## src/hw/rtl/eebr_pkg.sv

```systemverilog
package eebr_pkg;

  localparam int STORE_BYTES = 1024;
  localparam int ADDR_W      = $clog2(STORE_BYTES);
  localparam int LEN_W       = ADDR_W + 1;

  localparam int DIV_SH    = LEN_W + 4;
  localparam int DIV_RECIP = (2 ** DIV_SH + 8) / 9;
  localparam int GEOM_LAT  = 3;

  localparam logic [15:0] RST_ENDURANCE = 16'd1000;
  localparam logic [10:0] RST_LENGTH    = 11'd1024;
  localparam logic [9:0]  RST_START     = 10'd0;

  localparam logic [2:0] REQ_READ   = 3'd0;
  localparam logic [2:0] REQ_WRITE  = 3'd1;
  localparam logic [2:0] REQ_UPDATE = 3'd2;
  localparam logic [2:0] REQ_CLEAR  = 3'd3;
  localparam logic [2:0] REQ_RESCAN = 3'd4;
  localparam logic [2:0] REQ_LOAD   = 3'd5;

  localparam logic [1:0] ST_OK       = 2'd0;
  localparam logic [1:0] ST_RANGE    = 2'd1;
  localparam logic [1:0] ST_DEPLETED = 2'd2;

  localparam logic [1:0] CFG_START  = 2'd0;
  localparam logic [1:0] CFG_LENGTH = 2'd1;
  localparam logic [1:0] CFG_ENDUR  = 2'd2;

  typedef struct packed {
    logic [2:0]  req_type;
    logic [9:0]  address;
    logic [7:0]  wdata;
    logic [15:0] endurance_value;
  } req_t;

  typedef struct packed {
    logic [7:0]  rdata;
    logic [1:0]  status;
    logic [10:0] usable_length;
    logic [10:0] allocated_length;
  } rsp_t;

  typedef struct packed {
    logic [ADDR_W-1:0] first;
    logic [LEN_W-1:0]  total;
    logic [LEN_W-1:0]  dl;
    logic [LEN_W-1:0]  base;
  } geom_t;

endpackage

```

## src/hw/rtl/eebr_geom.sv

```systemverilog
module eebr_geom (
  input  logic          clk,
  input  logic [9:0]    region_start,
  input  logic [10:0]   region_length,
  output eebr_pkg::geom_t geom
);
  import eebr_pkg::*;

  localparam int PROD_W = LEN_W + 1 + DIV_SH;

  logic [LEN_W-1:0]  first_c;
  logic [LEN_W-1:0]  room_c;
  logic [LEN_W-1:0]  total_c;
  logic [ADDR_W-1:0] first_a;
  logic [LEN_W-1:0]  total_a;
  logic [ADDR_W-1:0] first_b;
  logic [LEN_W-1:0]  total_b;
  logic [LEN_W-1:0]  ctl_b;
  logic [PROD_W-1:0] prod;

  always_comb begin
    first_c = (LEN_W'(region_start) < LEN_W'(STORE_BYTES - 1)) ?
              LEN_W'(region_start) : LEN_W'(STORE_BYTES - 1);
    room_c  = LEN_W'(STORE_BYTES) - first_c;
    total_c = (LEN_W'(region_length) < room_c) ? LEN_W'(region_length) : room_c;
    prod    = (PROD_W'(total_a) + PROD_W'(8)) * PROD_W'(DIV_RECIP);
  end

  always_ff @(posedge clk) begin
    first_a    <= ADDR_W'(first_c);
    total_a    <= total_c;
    first_b    <= first_a;
    total_b    <= total_a;
    ctl_b      <= LEN_W'(prod >> DIV_SH);
    geom.first <= first_b;
    geom.total <= total_b;
    geom.dl    <= total_b - ctl_b;
    geom.base  <= LEN_W'(first_b) + total_b - ctl_b;
  end

endmodule

```

## config.mk

```make
export PLATFORM = sky130hd
export DESIGN_NAME = eebr_geom
export DESIGN_NICKNAME = d
export VERILOG_FILES = /design/src/hw/rtl/eebr_pkg.sv /design/src/hw/rtl/eebr_geom.sv
export SDC_FILE = /design/constraint.sdc
export NUM_CORES = 1
export LEC_CHECK = 0
export BUFFER_PORTS_ARGS = -buffer_cell sky130_fd_sc_hd__buf_4
export CORE_MARGIN = 3
export CORE_UTILIZATION = 40
export CTS_CLUSTER_DIAMETER = 40
export CTS_CLUSTER_SIZE = 10
export DETAILED_ROUTE_END_ITERATION = 7
export PLACE_DENSITY = 0.56
export REMOVE_ABC_BUFFERS = 1
export SYNTH_ARGS = -nofsm -noshare
export SYNTH_HDL_FRONTEND = slang
export SYNTH_SLANG_ARGS = --single-unit
```

## constraint.sdc

```tcl
create_clock -name clk -period 11 [get_ports clk]
set_input_delay 2.75 -clock clk [delete_from_list [all_inputs] [get_ports clk]]
set_output_delay 2.75 -clock clk [all_outputs]
set_load 0.02 [all_outputs]
```

Word level (Yosys, flattened, before mapping)
Cells that the tools add are included.
{"block": "totals", "register_bits": 94, "inputBits": 22, "out_inout_bits": 43, "elab_cells": 19}
{"block": "classes", "n_addsub": 5, "multipliers": 1, "magnitude_cmp": 2, "mux": 2}
{"operator": "multiplier 12 x 12 -> 24 bit (second input constant)", "count": 1}
{"operator": "subtractor 11 x 9 -> 11 bit", "count": 2}
{"operator": "adder 11 x 4 -> 12 bit (second input constant)", "count": 1}
{"operator": "adder 10 x 11 -> 11 bit", "count": 1}
{"operator": "< comparator 11 bit", "count": 1}
{"operator": "two-way mux 11 bit", "count": 1}
{"operator": "subtractor 11 x 10 -> 11 bit (first input constant)", "count": 1}
{"operator": "< comparator 10 bit (second input constant)", "count": 1}
{"operator": "two-way mux 10 bit", "count": 1}

Depth between registers and ports, before layout
{"block": "depth", "word_depth": 5, "depth_mapped": 23, "depth_no_buf": 23}

Worst setup path after synthesis
OpenSTA, ideal clock, no wires.
{"block": "synth_path", "path_kind": "flip-flop to flip-flop", "from": "reg total_a[5]", "to": "reg ctl_b[8]", "setup_ns": 0.121, "t_arrival_ns": 5.154, "required_ns": 10.879, "path_slack_ns": 5.725, "stages_incl_launch_ff": 23, "path_buffers": 0, "period_less_slack_ns": 5.275, "path_cell_list": "dfxtp_1 > and3_1 > nor2b_1 > xor2_1 > inv_1 > fa_1 > inv_1 > ha_1 > inv_1 > fa_1 > inv_1 > fa_1 > inv_1 > fa_1 > inv_1 > ha_1 > a21o_1 > a21o_1 > a221o_1 > a21oi_1 > o22ai_1 > a31oi_1 > xnor2_1"}
{"block": "synth_between", "elab_chain_cells": 2}
{"item": "start: declaration", "line_no": "eebr_geom.sv:15", "text": "logic [LEN_W-1:0] total_a;"}
{"item": "start signal: assignment", "line_no": "eebr_geom.sv:31", "text": "total_a <= total_c;"}
{"item": "adder 11 x 4 -> 12 bit", "line_no": "eebr_geom.sv:26", "text": "prod = (PROD_W'(total_a) + PROD_W'(8)) * PROD_W'(DIV_RECIP);"}
{"item": "multiplier 12 x 12 -> 24 bit", "line_no": "eebr_geom.sv:26"}
{"item": "via prod[23]", "line_no": "eebr_geom.sv:19", "text": "logic [PROD_W-1:0] prod;"}
{"item": "end signal: assignment", "line_no": "eebr_geom.sv:34", "text": "ctl_b <= LEN_W'(prod >> DIV_SH);"}
{"item": "end: declaration", "line_no": "eebr_geom.sv:18", "text": "logic [LEN_W-1:0] ctl_b;"}
The timed path passes the listed nets, and every way through them passes these cells.

Worst setup path after layout
Ends and elaborated chain as after synthesis.

==> flow_summary.yaml <==
synth:
  yosys.area_share.adder: 0.3261
  netlist_top_cells_area: "sky130_fd_sc_hd__dfxtp_1 32%, sky130_fd_sc_hd__ha_1 22%, sky130_fd_sc_hd__fa_1 10%, sky130_fd_sc_hd__inv_1 7.5%, sky130_fd_sc_hd__xnor2_1 5.2%"
  yosysWarningCount: 0
  dominant_combinational_cell_family_by_area_after_synthesis: "adder cells"
  netlist_instances: 600
  simple_logic_cell_fraction_of_the_synthesized_area: 0.08152
  synth.ff_latch_count: 94
  synth_top_cells_by_count: "118 x sky130_fd_sc_hd__inv_1, 106 x sky130_fd_sc_hd__ha_1, 94 x sky130_fd_sc_hd__dfxtp_1, 35 x sky130_fd_sc_hd__xnor2_1, 30 x sky130_fd_sc_hd__fa_1"
  yosys.cell_types.count: 49
  post_synth_top_area_share: 0.3184
  synth_compound_gate_area_share: 0.08723
  yosys.cell_count.top_type: "sky130_fd_sc_hd__inv_1"
  synth-edff-count: 0
  synth_top_flop_cell: "sky130_fd_sc_hd__dfxtp_1"
  synthXorXnorAreaFrac: 0.08152
  post_synth_arst_share: 0
  seq_area_frac_synth: 0.3184
  synth_area_sq_mm: 0.005909
  synthDominantAreaCellType: "sky130_fd_sc_hd__dfxtp_1"
  synth.area.mux_share: 0.02266
  synthesis.area_per_instance_sq_um: 9.849
global_route:
  first_global_vias: 4182
  grt_start_max_net_pins: 16
  gr-max-usage-layer: "met2"
  first_pass_grt_wire_length_mm: 20.48
  grt_antenna_before_repair: 0
  groute.usage.overall: 0.1588
  met2_grt_util: 0.2691
  grt_use_met3: 0.03219
  grt-ovfl-total: 0
  grt.met1_usage: 0.2084
clock_network:
  clock_pin_slew_of_the_registers_on_the_worst_case_setup_and_hold_paths_ps: 70
  clockRootBuffer: "sky130_fd_sc_hd__clkbuf_16"
  post_cts_buffers: 0
  tritoncts: "built"
  clock_sink_count: 94
  cts.hold.buffers_added: 0
  post_cts.resized_instances: 0
  later_pin_clock_latency_in_the_skew_report_ps: 340
  ctsLongestPathBuffers: 2
  cts_made_buffers: 9
  cts_htree_levels: 3
placement:
  routabilityCongestion: 0.8612
  placedCellCount: 833
  dp.final_hpwl_mm: 10.71
  numPortBuffers: 64
sta:
  timing.final.crit_share: 0.5173
  final-setup-viol-count: 0
  post_route_worst_hold_slack_ps: 319.2
  max_freq_mhz: 175.8
  tightestPinTransition_ps: 607.4
  period_needed_ps: 5690
  slew_headroom: 0.5922
  rsz0062_at_grt: "no"
  max_transition_viols_final: 0
  clock_skew_ps: 8.863
  hold_viol: 0
  setup_total_negative_slack_ps: 0
finish:
  drive_gt1_frac: 0.1287
  antenna_cells: 0
  numnets_final: 822
  areaGrowthSynthToFinish_pct: 16.47
  finish.cell_count_without_fillers: 848
  final.fill_count: 1334
hold_path:
  hold_class: "flop to flop"
critical_path:
  critPathLaunchType: "flop"
  crit_path_max_delay_cell_type: "sky130_fd_sc_hd__fa_1"
  slowest_delay_ps: 530
  worstPathRequired_ps: 11260
  timing.setup.critical_path_class: "flop to flop"
  worstPathMaxFanout: 5
  path_common_cell: "sky130_fd_sc_hd__inv_1"
  critical_path_arrival_ps: 5950
  worst_setup_path_end_kind: "flop"
  timing.critical_path.cells: "and3_1 -> nor2b_1 -> xor2_1 -> inv_1 -> fa_1 -> inv_1 -> ha_1 -> inv_1 -> fa_1 -> inv_1 -> fa_1 -> inv_1 -> fa_1 -> inv_1 -> ha_1 -> a21o_1 -> a21o_1 -> a221o_1 -> a21oi_1 -> o22ai_1 -> a31oi_1 -> xnor2_1"
floorplan:
  placement_rows: 43
  floorplan.initialDensity: 0.4176
  die_area_sq_mm: 0.01627
  floorplan.die.height_microns: 127.5
  standard_cell_core_area_sq_mm: 0.01415
  io_pins: 65
  die_x_microns: 127.5
routing:
  routed_wl_mm: 12.41
  number_of_vias_in_the_routed_layout: 4101
  routedWlPerCell_microns: 14.63
  vias_per_cell: 4.836
  drt_initial_violations: 111
  detail_route.first_pass.iterations: 4
  drc_errors: 0
  drtAntennaViolNets: 0
outcome:
  status: "completed"
run:
  max_cap_viol_count: 0
## cells by family after synthesis
kind of cell,count (synthesis)
adder cells (fa/ha/maj),136
AO/OA/AOI/OAI,80
multiplexers,13
XOR/XNOR,55
flip-flops,94
AND/OR/NAND/NOR,93
buffers and inverters,129
## per-layer routing
metal | wire [microns] | up-vias
met5 | 0 | -
met4 | 120 | 0
met3 | 428 | 9
met2 | 5814 | 72
met1 | 6041 | 1926
li1 | - | 2094
## placed cells by master, fill, tap and decap left out, types with 2 or more instances in the layout
cell / count
sky130_fd_sc_hd__xnor2_1: 35
sky130_fd_sc_hd__o41ai_1: 2
sky130_fd_sc_hd__xor2_1: 20
sky130_fd_sc_hd__o21a_1: 3
sky130_fd_sc_hd__a211oi_1: 3
sky130_fd_sc_hd__a21o_1: 13
sky130_fd_sc_hd__nand2_1: 20
sky130_fd_sc_hd__inv_1: 118
sky130_fd_sc_hd__nand3b_1: 2
sky130_fd_sc_hd__or3_1: 5
sky130_fd_sc_hd__clkinvlp_4: 2
sky130_fd_sc_hd__dfxtp_1: 94
sky130_fd_sc_hd__o21ai_0: 16
sky130_fd_sc_hd__nand3_1: 10
sky130_fd_sc_hd__clkbuf_16: 9
sky130_fd_sc_hd__fa_1: 30
sky130_fd_sc_hd__or2_2: 2
sky130_fd_sc_hd__mux2i_1: 10
sky130_fd_sc_hd__nand4_1: 2
sky130_fd_sc_hd__bufinv_16: 2
sky130_fd_sc_hd__nor2b_1: 8
sky130_fd_sc_hd__mux2_2: 3
sky130_fd_sc_hd__a21oi_1: 25
sky130_fd_sc_hd__ha_1: 106
sky130_fd_sc_hd__nor3_1: 9
sky130_fd_sc_hd__nor2_1: 18
sky130_fd_sc_hd__a311oi_1: 4
sky130_fd_sc_hd__nand2b_1: 4
sky130_fd_sc_hd__or4_1: 2
sky130_fd_sc_hd__buf_4: 64
sky130_fd_sc_hd__and2_1: 2
sky130_fd_sc_hd__o21ai_1: 2
sky130_fd_sc_hd__and3_1: 3
## stage by stage
stage / setup slack, ps / util / instance area, sq um
after global routing: 4928 / 0.4864 / 6883
after detailed placement: 5310 / 0.4643 / 6570
after global placement: 5359 / 0.4643 / 6570
after CTS: 5301 / 0.4864 / 6883
after floorplan: 5692 / - / 5864
final: 5310 / 0.4864 / 6883
## worst paths after layout
kind / start / to / slack [ps] / depth (start not counted)
min reg2reg: first_a[9] / first_b[9] / 320 / 0
max: total_a[5] / ctl_b[8] / 5310 / 22
max reg2reg: total_a[5] / ctl_b[8] / 5310 / 22
min: first_a[9] / first_b[9] / 320 / 0
## flip-flops by register name, indices dropped and copies added, names as in the netlist
register and cells:
geom 43, first_a 10, total_a 11, total_b 11, ctl_b 9, first_b 10
## worst max-delay path: cells and delay by family, from the launching register on
| kind | cells | cell delay (ps) |
|---|---|---|
| adders and majority gates | 6 | 2670 |
| AOI/OAI and AO/OA | 6 | 1240 |
| xor gates and xnor gates | 2 | 460 |
| and+or+nand+nor | 2 | 450 |
| DFF | 1 | 400 |
| buffers and inverters | 6 | 380 |
## area by class of cell
class,instances,area (sq um),share of cell area
Inverter,118,442.9,0.06435
Timing Repair Buffer,64,480.5,0.06981
Sequential cell,94,1882,0.2734
Clock inverter,5,83.83,0.01218
Clock buffer,10,229.0,0.03327
Multi-Input combinational cell,377,3540,0.5143
Tap cell,180,225.2,0.03272
Power is left out: the tool's default activity adds up to more than one toggle a clock period on the data nets, which glitch-free logic cannot reach.
